## src/design/line_counting_char_fifo_macros.svh

```systemverilog
// ----------------------------------------------------------------------------
// line_counting_char_fifo_macros
// assertion helpers shared by the line counting fifo
// ----------------------------------------------------------------------------
`ifndef LINE_COUNTING_CHAR_FIFO_MACROS_SVH
`define LINE_COUNTING_CHAR_FIFO_MACROS_SVH

// same-cycle implication, held off during reset
`define LCCF_ASSERT_NOW(label, clk, rst_n, ante, cons) \
  label: assert property (@(posedge clk) disable iff (!rst_n) (ante) |-> (cons)) \
    else $error("lccf assertion failed");

// next-cycle implication, held off during reset
`define LCCF_ASSERT_NEXT(label, clk, rst_n, ante, cons) \
  label: assert property (@(posedge clk) disable iff (!rst_n) (ante) |=> (cons)) \
    else $error("lccf assertion failed");

`endif

```

## src/design/lccf_pkg.sv

```systemverilog
// ----------------------------------------------------------------------------
// lccf_pkg
// word types, action and status codes of the line counting fifo
// ----------------------------------------------------------------------------
package lccf_pkg;

  localparam logic [1:0] ACT_WRITE = 2'd0;
  localparam logic [1:0] ACT_READ  = 2'd1;
  localparam logic [1:0] ACT_LINE  = 2'd2;
  localparam logic [1:0] ACT_CLEAR = 2'd3;

  localparam logic [1:0] STS_DONE     = 2'd0;
  localparam logic [1:0] STS_EMPTY    = 2'd1;
  localparam logic [1:0] STS_DROPPED  = 2'd2;
  localparam logic [1:0] STS_FILTERED = 2'd3;

  localparam logic [7:0] NEWLINE_BYTE = 8'h0A;
  localparam logic [7:0] IGNORED_RST  = 8'h3F;

  typedef struct packed {
    logic [1:0] action;
    logic [7:0] data_in;
  } in_word_t;

  typedef struct packed {
    logic [7:0] data_out;
    logic       data_valid;
    logic       last_of_line;
    logic [1:0] status;
    logic [5:0] fill_level;
    logic [5:0] lines_held;
  } out_word_t;

  typedef enum logic {
    ST_IDLE,
    ST_LINE
  } state_t;

endpackage

```

## src/design/lccf_ram.sv

```systemverilog
// ----------------------------------------------------------------------------
// lccf_ram
// simple dual port ram, one write and one registered read port
// ----------------------------------------------------------------------------
module lccf_ram #(
  parameter int WIDTH = 8,
  parameter int DEPTH = 64
) (
  input  logic                     clk,
  input  logic                     we,
  input  logic [$clog2(DEPTH)-1:0] waddr,
  input  logic [WIDTH-1:0]         wdata,
  input  logic [$clog2(DEPTH)-1:0] raddr,
  output logic [WIDTH-1:0]         rdata
);

  logic [WIDTH-1:0] mem [DEPTH];

  always_ff @(posedge clk) begin
    if (we) begin
      mem[waddr] <= wdata;
    end
    rdata <= mem[raddr];
  end

endmodule

```

## src/design/line_counting_char_fifo.sv

```systemverilog
// ----------------------------------------------------------------------------
// line_counting_char_fifo: circular byte fifo with a running line count
// write, read and clear each give one result word, a line read one word per byte;
// the head byte is read ahead from the ram, so the ram read port sets no stall
// result appears in the output register the cycle after acceptance
// synchronous active-low reset empties the buffer, ignored byte returns to '?'
// ----------------------------------------------------------------------------
`include "line_counting_char_fifo_macros.svh"

module line_counting_char_fifo #(
  parameter int BUFFER_DEPTH = 64
) (
  input  logic                 clk,
  input  logic                 rst_n,
  input  logic                 in_valid,
  output logic                 in_stall,
  input  lccf_pkg::in_word_t   in_word,
  output logic                 out_valid,
  input  logic                 out_stall,
  output lccf_pkg::out_word_t  out_word,
  input  logic                 cfg_we,
  input  logic [7:0]           cfg_data
);

  import lccf_pkg::*;

  localparam int ADDR_W = $clog2(BUFFER_DEPTH);
  localparam int CNT_W  = $clog2(BUFFER_DEPTH);
  localparam int EXT_W  = (CNT_W > 6) ? CNT_W : 6;
  localparam logic [ADDR_W-1:0] LAST_ADDR = ADDR_W'(BUFFER_DEPTH - 1);
  localparam logic [CNT_W-1:0]  FULL_CNT  = CNT_W'(BUFFER_DEPTH - 1);
  localparam logic [ADDR_W:0]   DEPTH_EXT = (ADDR_W + 1)'(BUFFER_DEPTH);

  state_t            state_r, state_nxt;
  logic [ADDR_W-1:0] head_r, head_nxt;
  logic [ADDR_W-1:0] tail_r, tail_nxt;
  logic [CNT_W-1:0]  lc_r, lc_nxt;
  logic [7:0]        ign_r;
  logic              byp_r;
  logic [7:0]        byp_data_r;
  logic              out_valid_r;
  out_word_t         out_r, res;

  logic              in_acc, out_free, out_load, we, pop, line_rd;
  logic [ADDR_W-1:0] raddr;
  logic [7:0]        ram_rdata, head_byte;
  logic [CNT_W-1:0]  fill_cur, fill_new;
  logic [EXT_W-1:0]  fill_ext, lc_ext;

  function automatic logic [ADDR_W-1:0] ptr_inc(input logic [ADDR_W-1:0] p);
    ptr_inc = (p == LAST_ADDR) ? '0 : p + 1'b1;
  endfunction

  function automatic logic [CNT_W-1:0] fill_of(input logic [ADDR_W-1:0] h,
                                               input logic [ADDR_W-1:0] t);
    logic [ADDR_W:0] diff;
    diff = (t >= h) ? ({1'b0, t} - {1'b0, h}) : ({1'b0, t} + DEPTH_EXT - {1'b0, h});
    fill_of = CNT_W'(diff);
  endfunction

  assign out_free = !out_valid_r || !out_stall;
  assign in_stall = !rst_n || (state_r != ST_IDLE) || !out_free;
  assign in_acc   = in_valid && !in_stall;
  assign fill_cur = fill_of(head_r, tail_r);

  // head byte, forwarded when the ram was written at the address being read
  assign head_byte = byp_r ? byp_data_r : ram_rdata;

  always_comb begin
    state_nxt = state_r;
    head_nxt  = head_r;
    tail_nxt  = tail_r;
    lc_nxt    = lc_r;
    we        = 1'b0;
    pop       = 1'b0;
    line_rd   = 1'b0;
    out_load  = 1'b0;
    res       = '0;
    res.last_of_line = 1'b1;
    res.status       = STS_DONE;
    unique case (state_r)
      ST_IDLE: begin
        if (in_acc) begin
          out_load = 1'b1;
          unique case (in_word.action)
            ACT_WRITE: begin
              if (in_word.data_in == ign_r) begin
                res.status = STS_FILTERED;
              end else if (fill_cur == FULL_CNT) begin
                res.status = STS_DROPPED;
              end else begin
                we       = 1'b1;
                tail_nxt = ptr_inc(tail_r);
                if (in_word.data_in == NEWLINE_BYTE) begin
                  lc_nxt = lc_r + 1'b1;
                end
              end
            end
            ACT_READ: begin
              if (fill_cur == '0) begin
                res.status = STS_EMPTY;
              end else begin
                pop = 1'b1;
              end
            end
            ACT_LINE: begin
              if (lc_r == '0) begin
                res.status = STS_EMPTY;
              end else begin
                pop     = 1'b1;
                line_rd = 1'b1;
              end
            end
            ACT_CLEAR: begin
              head_nxt = '0;
              tail_nxt = '0;
              lc_nxt   = '0;
            end
            default: ;
          endcase
        end
      end
      ST_LINE: begin
        if (out_free) begin
          out_load = 1'b1;
          pop      = 1'b1;
          line_rd  = 1'b1;
        end
      end
      default: ;
    endcase

    if (pop) begin
      head_nxt       = ptr_inc(head_r);
      res.data_out   = head_byte;
      res.data_valid = 1'b1;
      if (head_byte == NEWLINE_BYTE && lc_nxt != '0) begin
        lc_nxt = lc_nxt - 1'b1;
      end
      if (line_rd) begin
        res.last_of_line = (head_byte == NEWLINE_BYTE);
        if (head_byte == NEWLINE_BYTE || head_nxt == tail_r) begin
          state_nxt = ST_IDLE;
        end else begin
          state_nxt = ST_LINE;
        end
      end
    end

    fill_new       = fill_of(head_nxt, tail_nxt);
    fill_ext       = EXT_W'(fill_new);
    lc_ext         = EXT_W'(lc_nxt);
    res.fill_level = fill_ext[5:0];
    res.lines_held = lc_ext[5:0];
  end

  assign raddr = rst_n ? head_nxt : '0;

  lccf_ram #(
    .WIDTH (8),
    .DEPTH (BUFFER_DEPTH)
  ) u_store (
    .clk   (clk),
    .we    (we),
    .waddr (tail_r),
    .wdata (in_word.data_in),
    .raddr (raddr),
    .rdata (ram_rdata)
  );

  always_ff @(posedge clk) begin
    if (!rst_n) begin
      state_r     <= ST_IDLE;
      head_r      <= '0;
      tail_r      <= '0;
      lc_r        <= '0;
      ign_r       <= IGNORED_RST;
      byp_r       <= 1'b0;
      out_valid_r <= 1'b0;
    end else begin
      state_r <= state_nxt;
      head_r  <= head_nxt;
      tail_r  <= tail_nxt;
      lc_r    <= lc_nxt;
      byp_r   <= we && (tail_r == raddr);
      if (cfg_we) begin
        ign_r <= cfg_data;
      end
      if (out_load) begin
        out_valid_r <= 1'b1;
      end else if (!out_stall) begin
        out_valid_r <= 1'b0;
      end
    end
  end

  always_ff @(posedge clk) begin
    byp_data_r <= in_word.data_in;
    if (out_load) begin
      out_r <= res;
    end
  end

  assign out_valid = out_valid_r;
  assign out_word  = out_r;

  // lines held never exceed bytes held
  `LCCF_ASSERT_NOW(a_lines_in_fill, clk, rst_n, 1'b1, lc_r <= fill_cur)
  // a line read in progress still has its newline ahead
  `LCCF_ASSERT_NOW(a_line_has_nl, clk, rst_n, state_r == ST_LINE, lc_r != '0)
  // pointers move only together with a result
  `LCCF_ASSERT_NEXT(a_ptr_hold, clk, rst_n, !out_load, $stable(head_r) && $stable(tail_r))

endmodule

```

## config.mk

```make
export PLATFORM = sky130hd
export DESIGN_NAME = line_counting_char_fifo
export DESIGN_NICKNAME = d
export VERILOG_FILES = /design/src/design/lccf_pkg.sv /design/src/design/lccf_ram.sv /design/src/design/line_counting_char_fifo.sv
export VERILOG_INCLUDE_DIRS = /design/src /design/src/design
export SDC_FILE = /design/constraint.sdc
export NUM_CORES = 1
export LEC_CHECK = 0
export CELL_PAD_IN_SITES_DETAIL_PLACEMENT = 1
export CELL_PAD_IN_SITES_GLOBAL_PLACEMENT = 2
export CORE_ASPECT_RATIO = 0.6
export CORE_MARGIN = 10
export CORE_UTILIZATION = 49
export CTS_CLUSTER_SIZE = 24
export DETAILED_ROUTE_END_ITERATION = 16
export DONT_BUFFER_PORTS = 1
export MAX_ROUTING_LAYER = met4
export PLACE_DENSITY = 0.81
export SLEW_MARGIN = 10
export SYNTH_ARGS = -nofsm -noshare
export SYNTH_HDL_FRONTEND = slang
export SYNTH_HIERARCHICAL = 1
export SYNTH_SLANG_ARGS = --single-unit
```

## constraint.sdc

```tcl
create_clock -name clk -period 6.3 [get_ports clk]
set_clock_uncertainty 0.05 [all_clocks]
set_input_delay 0.315 -clock clk [delete_from_list [all_inputs] [get_ports clk]]
set_output_delay 0.315 -clock clk [all_outputs]
set_load 0.05 [all_outputs]
```

==> flow_summary_export.csv, run 1 <==
group,metric,value,unit
detailed_routing,totalWireLength,70.21,mm
sta,finalSetupTns,0,ns
min_path,min_from,"rst_n",
worst_setup_path,path_cells,"inv_1 > ha_1 > inv_1 > fa_1 > nor4bb_1 > mux2i_1 > o41ai_2 > and2_1 > buf_4 > o21ai_1 > nor2_1 > a31oi_2 > nor2_4 > buf_12 > mux4_2 > mux2_2 > a221oi_1 > o2bb2ai_1",
sta,finalCritPeriodShare,0.9473,
flow_run,cap_violations,0,
worst_setup_path,critPathSlowestCell,"a221oi_1",
cts,cts_buffer_depth,3,
cts,cts_buffers,53,
sta,period_minus_slack,5.968,ns
finish,fin_util,0.5650,
detailed_routing,drc_errors,0,
worst_setup_path,critPathMaxStageDelay,0.68,ns
logic_synthesis,synth_area,23960,um^2
finish,multiInputGateArea,6529,um^2
logic_synthesis,synth.avg_cell_area,17.72,um^2
worst_setup_path,end_kind,"flop",
detailed_routing,antenna_left,0,
floorplan,fp.dieW,305.5,um
worst_setup_path,crit-reg2reg-launch,"tail_r[0]",
worst_setup_path,cp_max_fo,35,
detailed_routing,wl_met2,28.88,mm
floorplan,coreArea,48100,um^2
finish,syn2layout_area_growth,13.44,%
status,status,"finished clean",
finish,n_fill_cell,4282,
cts,clockRootBuffer,"clkbuf_16",
logic_synthesis,yosysUniqueCellTypes,72,
floorplan,die-area,58420,um^2
logic_synthesis,ys_ff_latch,581,
worst_setup_path,path_class,"reg2reg",
worst_setup_path,cp-startpoint,"tail_r[0]",
cts,tritoncts,"built",
detailed_routing,top_layer,"met4",
cts,path_clk_slew,0.07,ns
pwr,ir_drop,0.0002907,V
logic_synthesis,synth-main-ff-cell,"edfxtp_1",
logic_synthesis,synth_edf_count,536,
detailed_routing,drt_iter0_drc,1928,
pwr,p_per_area,279.6,nW/um^2
sta,final_hold_viol_count,0,
global_route,grt_util_all_layers,0.2457,
worst_setup_path,cp.arrival,6.36,ns
floorplan,pin_count,49,
logic_synthesis,async_reset_ff_frac,0,
logic_synthesis,synth_top_area_frac,0.6719,
placement,routabilityCongestion,0.8973,
placement,portBuffers,0,
cts,cts_max_level,2,
cts,cts.sinks,581,
logic_synthesis,synthTopCellsByArea,"edfxtp_1, mux4_2, dfxtp_1, mux2i_1, nor2_1",
detailed_routing,route.met3.wl,7.995,mm
sta,finalSetupViolCount,0,
global_route,antenna_found_initial,5,
detailed_routing,viasPerCell,6.505,
logic_synthesis,synth_area_leader_cell,"edfxtp_1",
worst_setup_path,critPathTopFamily,"compound AO/OA/AOI/OAI gates",
logic_synthesis,synth_nets,1397,
sta,worst_pin_slew,1.097,ns
finish,nNetsFinal,1481,
min_path,hp-class,"in2reg",
cts,postCtsSetupBuffers,0,
floorplan,dieHeight,191.3,um
sta,rsz0062_at_grt,"false",
logic_synthesis,ys_seq_area_frac,0.7095,
pwr,total_leakage_power,8.517,nW
sta,max-slew-margin-rel,0.2659,
cts,worst_skew_pair.late_latency,0.59,ns
finish,drive_gt1_frac,0.2045,
detailed_routing,wl_met1,32.36,mm
finish,seq_area,17000,um^2
logic_synthesis,netlist_instances,1352,
global_route,overflow,0,
global_route,grt_pass1_wl,101.4,mm
worst_setup_path,required,6.70,ns
sta,fmax,167.6,MHz
floorplan,rows,62,
global_route,grt_max_degree,66,
detailed_routing,via_count,13850,
logic_synthesis,ys_warn_count,6,
floorplan,start_util,0.4981,
worst_setup_path,cp_common_cell,"inv_1",
global_route,first_global_vias,13560,
placement,dp_hpwl,44.16,mm
sta,drv_slew,0,
detailed_routing,first_pass_iters,5,
worst_setup_path,crit_buf_inv,4,
worst_setup_path,worstSetupStartpointType,"flop",
detailed_routing,drt-wirelength-per-cell,32.98,um
[through the flow]
stage                     instance area, um^2  hold WS (ns)  total power, mW  setup WS [ns]  std cells
after floorplan                         23960        0.2927            4.366          1.674       1352
after global placement                  24970        0.3014            4.381         0.3348       1986
after detailed placement                24970        0.3022            4.383         0.2655       1986
after CTS                               27120       0.01103            7.640         0.1515       2116
after global routing                    27170       0.04395            7.822        0.08511       2128
final                                   27170       0.04961            7.599         0.3319       2129
[final timing paths]
check	endpoint	slack, ns	cells past startpoint
hold reg to reg	out_word[21]	0.55	2
setup / recovery	u_store/rdata[2]	0.33	18
hold / removal	byp_r	0.05	4
setup reg to reg	u_store/rdata[2]	0.33	18
[placed cells by master, fill, tap and decap left out, drive strengths merged, types with 14 or more instances in the layout]
cell type    instances
a21oi               30
and2                18
and3                14
buf                 72
clkbuf              79
dfxtp               45
dlygate4sd3         26
edfxtp             536
ha                  20
inv                 26
mux2                17
mux2i               44
mux4               126
nand2               53
nand3               23
nor2               113
nor2b               16
o21ai               20
xnor2               14
xor2                14
[cells by family (layout without fill, tap and decap cells)]
family,Yosys count,count (layout),share of synthesized area
AOI/OAI and AO/OA,136,136,0.04038
buffers and inverters,95,219,0.02063
adders and majority gates,22,22,0.01212
xor gates and xnor gates,28,28,0.01055
and+or+nand+nor,303,304,0.06200
DFF,581,581,0.7095
other,0,12,0
muxes,187,187,0.1448
[where the power goes]
group          internal, mW  switching, mW
combinational        0.0448          0.105
sequential             4.22         0.0299
clock                  1.79           1.41
total                  6.05           1.55
[flip-flops by register name, summed over array words and instances (netlist names)]
register	flops
lc_r	6
u_store/rdata	8
head_r	6
state_r	1
byp_data_r	8
u_store/mem	512
tail_r	6
out_valid	1
out_word	24
byp_r	1
ign_r	8
[layer usage]
layer  GRT usage  up-vias
met5           -        -
met4     0.03873        0
met3     0.05944       80
met2      0.3239      717
met1      0.3835     7451
li1            -     5602
[final cells by class]
class	instances	area share
inverter	25	0.003453
timing repair buffer	98	0.03858
clock inverter	17	0.007091
clock buffer	79	0.05461
antenna	12	0.001105
multi-input combinational	677	0.2403
tap	640	0.02947
sequential	581	0.6254
[Yosys cell counts (4+ instances only)]
library cell and number:
a211oi_1 4, a21oi_1 30, a221oi_1 7, a22oi_1 5, a31oi_1 7, and2_1 17, and3_1 14, buf_1 5
buf_2 12, buf_4 14, buf_6 5, clkbuf_1 32, dfxtp_1 45, edfxtp_1 536, ha_1 20, inv_1 24
mux2_2 15, mux2i_1 44, mux4_2 126, nand2_1 53, nand2b_1 12, nand3_1 23, nand4_1 9, nor2_1 112
nor2b_1 16, nor3_1 10, nor4_1 13, nor4b_1 4, o2111ai_1 6, o21a_1 4, o21ai_0 16, o21ai_1 4
o221ai_1 9, o22ai_1 11, or3_1 5, xnor2_1 14, xor2_1 13
[worst register-to-register path, delay by kind of cell, from the launching register on]
| family | cells | cell delay (ns) |
|---|---|---|
| AOI/OAI and AO/OA | 5 | 1.67 |
| and+or+nand+nor | 4 | 1.25 |
| muxes | 3 | 0.79 |
| buffers and inverters | 4 | 0.77 |
| DFF | 1 | 0.65 |
| adders and majority gates | 2 | 0.65 |
[what timing repair did]
item | in CTS | in global routing
hold buffers | 34 | 0
gates resized for setup | 0 | 2
setup endpoints to repair | 0 | 3
endpoints found under the hold margin | 539 | 0
Note: power is estimated with default switching activity, not from simulation.
==> run 2, diff against run 1 <==
- CORE_UTILIZATION: 49 -> 44
- CTS_CLUSTER_SIZE: 24 -> default
- PLACE_DENSITY: 0.81 -> 0.77
- clock period: 6.3 -> 5.3 ns (I/O delays scaled with it)
==> run 2 against run 1 <==
Against the previous run: register-to-register slack about the same; critical path type unchanged; combinational power up 19%; routed wire length down 2.1%; sequential share of layout area down 1.1 points; first-iteration DRC count down 1.3%; fmax up 20%.
==> flow_summary_export.csv, run 2 (synthesis results as in run 1) <==
group,metric,value,unit
finish,largest_reg_flops,512,
cts,cts_buffers,52,
worst_setup_path,r2r_cells,18,
pwr,total_power,9.033,mW
detailed_routing,top_layer,"met4",
global_route,grt_pass1_wl,100.7,mm
global_route,grt_util_all_layers,0.2181,
sta,max-slew-margin-rel,0.2698,
min_path,min_path_cells,4,
cts,cts.sinks,581,
detailed_routing,first_pass_iters,5,
worst_setup_path,path_cells,"ha_1 > inv_1 > fa_1 > xnor2_2 > nor4bb_1 > mux2i_1 > o41ai_2 > and2_1 > buf_4 > mux2i_1 > nor2_4 > buf_12 > buf_12 > mux4_2 > mux2i_1 > a31oi_1 > o311ai_2 > nand2_1",
sta,worst_pin_slew,1.091,ns
detailed_routing,via_count,13750,
detailed_routing,viasPerCell,6.139,
cts,clockRootBuffer,"clkbuf_16",
pwr,sw_frac_of_total,0.2037,
finish,n_fill_cell,5029,
pwr,p_clk_frac,0.422,
worst_setup_path,cp_common_cell,"mux2i_1",
finish,nNetsFinal,1530,
worst_setup_path,critPathTopFamily,"multiplexers",
finish,layout_common_cells,"edfxtp_1, mux4_2, nor2_1",
sta,final_hold_viol_count,0,
sta,drv_slew,0,
finish,syn2layout_area_growth,15.39,%
floorplan,pin_count,49,
finish,regMostFlops,"u_store/mem",
detailed_routing,wl_met1,32.77,mm
floorplan,rows,66,
pwr,ir_drop,0.0002397,V
pwr,p_per_area,326.8,nW/um^2
pwr,seqPwrFrac,0.559,
worst_setup_path,required,5.71,ns
cts,cts_max_level,2,
worst_setup_path,critPathMaxStageDelay,0.56,ns
detailed_routing,totalWireLength,68.72,mm
flow_run,cap_violations,0,
floorplan,start_util,0.4436,
sta,hold_ws,0.06885,ns
worst_setup_path,cp.arrival,5.39,ns
global_route,overflow,0,
pwr,total_leakage_power,8.796,nW
pwr,comb_power_share,0.020,
detailed_routing,antenna_left,0,
worst_setup_path,path_class,"reg2reg",
global_route,grt_max_degree,66,
placement,portBuffers,0,
status,status,"finished clean",
floorplan,dieHeight,200.7,um
detailed_routing,drt_iter0_drc,1903,
sta,rsz0062_at_grt,"false",
sta,finalSetupTns,0,ns
min_path,hp-class,"in2reg",
cts,path_clk_slew,0.07,ns
detailed_routing,route.met3.wl,6.981,mm
pwr,switching_power,1.840,mW
floorplan,coreArea,54010,um^2
sta,fmax,200.9,MHz
floorplan,fp.dieW,321.2,um
finish,final_common_cell,"edfxtp_1",
global_route,first_global_vias,13770,
finish,n_antenna_cell,0,
worst_setup_path,critPathSlowestCell,"mux4_2",
sta,period_minus_slack,4.977,ns
worst_setup_path,worstSetupStartpointType,"flop",
cts,worst_skew_pair.late_latency,0.59,ns
worst_setup_path,crit_buf_inv,4,
detailed_routing,wl_met2,28.05,mm
finish,drive_gt1_frac,0.2313,
floorplan,die-area,64480,um^2
cts,cts_buffer_depth,3,
worst_setup_path,cp_max_fo,28,
global_route,antenna_found_initial,4,
pwr,p_int,7.193,mW
placement,routabilityCongestion,0.8522,
placement,dp_hpwl,43.52,mm
cts,tritoncts,"built",
worst_setup_path,end_kind,"flop",
sta,finalCritPeriodShare,0.9390,
worst_setup_path,worst-path-stages,18,
cts,postCtsSetupBuffers,0,
detailed_routing,drt-wirelength-per-cell,30.68,um
detailed_routing,drc_errors,0,
sta,finalSetupViolCount,0,
==> run 2: cell type report <==
| type | instances | area (um^2) | area share |
|---|---|---|---|
| Clock inverter | 32 | 311.5 | 0.01127 |
| Clock buffer | 63 | 1364 | 0.04934 |
| Tap cell | 714 | 893.4 | 0.03232 |
| Sequential cell | 581 | 17000 | 0.6149 |
| Inverter | 25 | 93.84 | 0.003395 |
| Timing Repair Buffer | 149 | 1459 | 0.05278 |
| Multi-Input combinational cell | 676 | 6525 | 0.2360 |
==> run 2: worst min-delay path, delay by kind of cell <==
kind	cells	cell delay (ns)
simple gates	3	0.22
mux	1	0.16
==> run 2: path summary, 6_finish.rpt <==
kind	endpoint	slack, ns	startpoint
hold / removal	byp_r	0.07	rst_n
setup / recovery	u_store/rdata[7]	0.32	head_r[0]
hold reg to reg	out_word[16]	0.55	byp_data_r[0]
setup reg to reg	u_store/rdata[7]	0.32	head_r[0]
==> run 2: metrics by stage <==
step | worst slack [ns] | cell area [um^2] | util | std cells
6_report | 0.3232 | 27640 | 0.5118 | 2240
5_1_grt | 0.009613 | 27640 | 0.5118 | 2240
4_1_cts | 0.04516 | 27630 | 0.5115 | 2240
3_5_place_dp | 0.04967 | 25460 | 0.4714 | 2110
3_3_place_gp | 0.1502 | 25460 | 0.4714 | 2110
2_1_floorplan | 0.6737 | 23960 | - | 1352
==> run 2: power groups by stage <==
stage	Sequential, mW	Combinational [mW]	Clock, mW
2_1_floorplan	5.14	0.0466	0
3_3_place_gp	5.15	0.0637	0
3_5_place_dp	5.15	0.0658	0
4_1_cts	5.05	0.180	3.86
5_1_grt	5.04	0.194	4.06
6_report	5.05	0.178	3.81
==> run 2: what timing repair did <==
item / CTS / global route
setup endpoints to repair: 0 / 3
hold buffers: 35 / 0
resized for setup: 0 / 3
endpoints found under the hold margin: 539 / 0
==> run 2: layer usage <==
layer  track usage  vias up
li1              -     5687
met1        0.3482     7346
met2        0.2826      649
met3       0.04802       70
met4       0.03232        0
met5             -        -
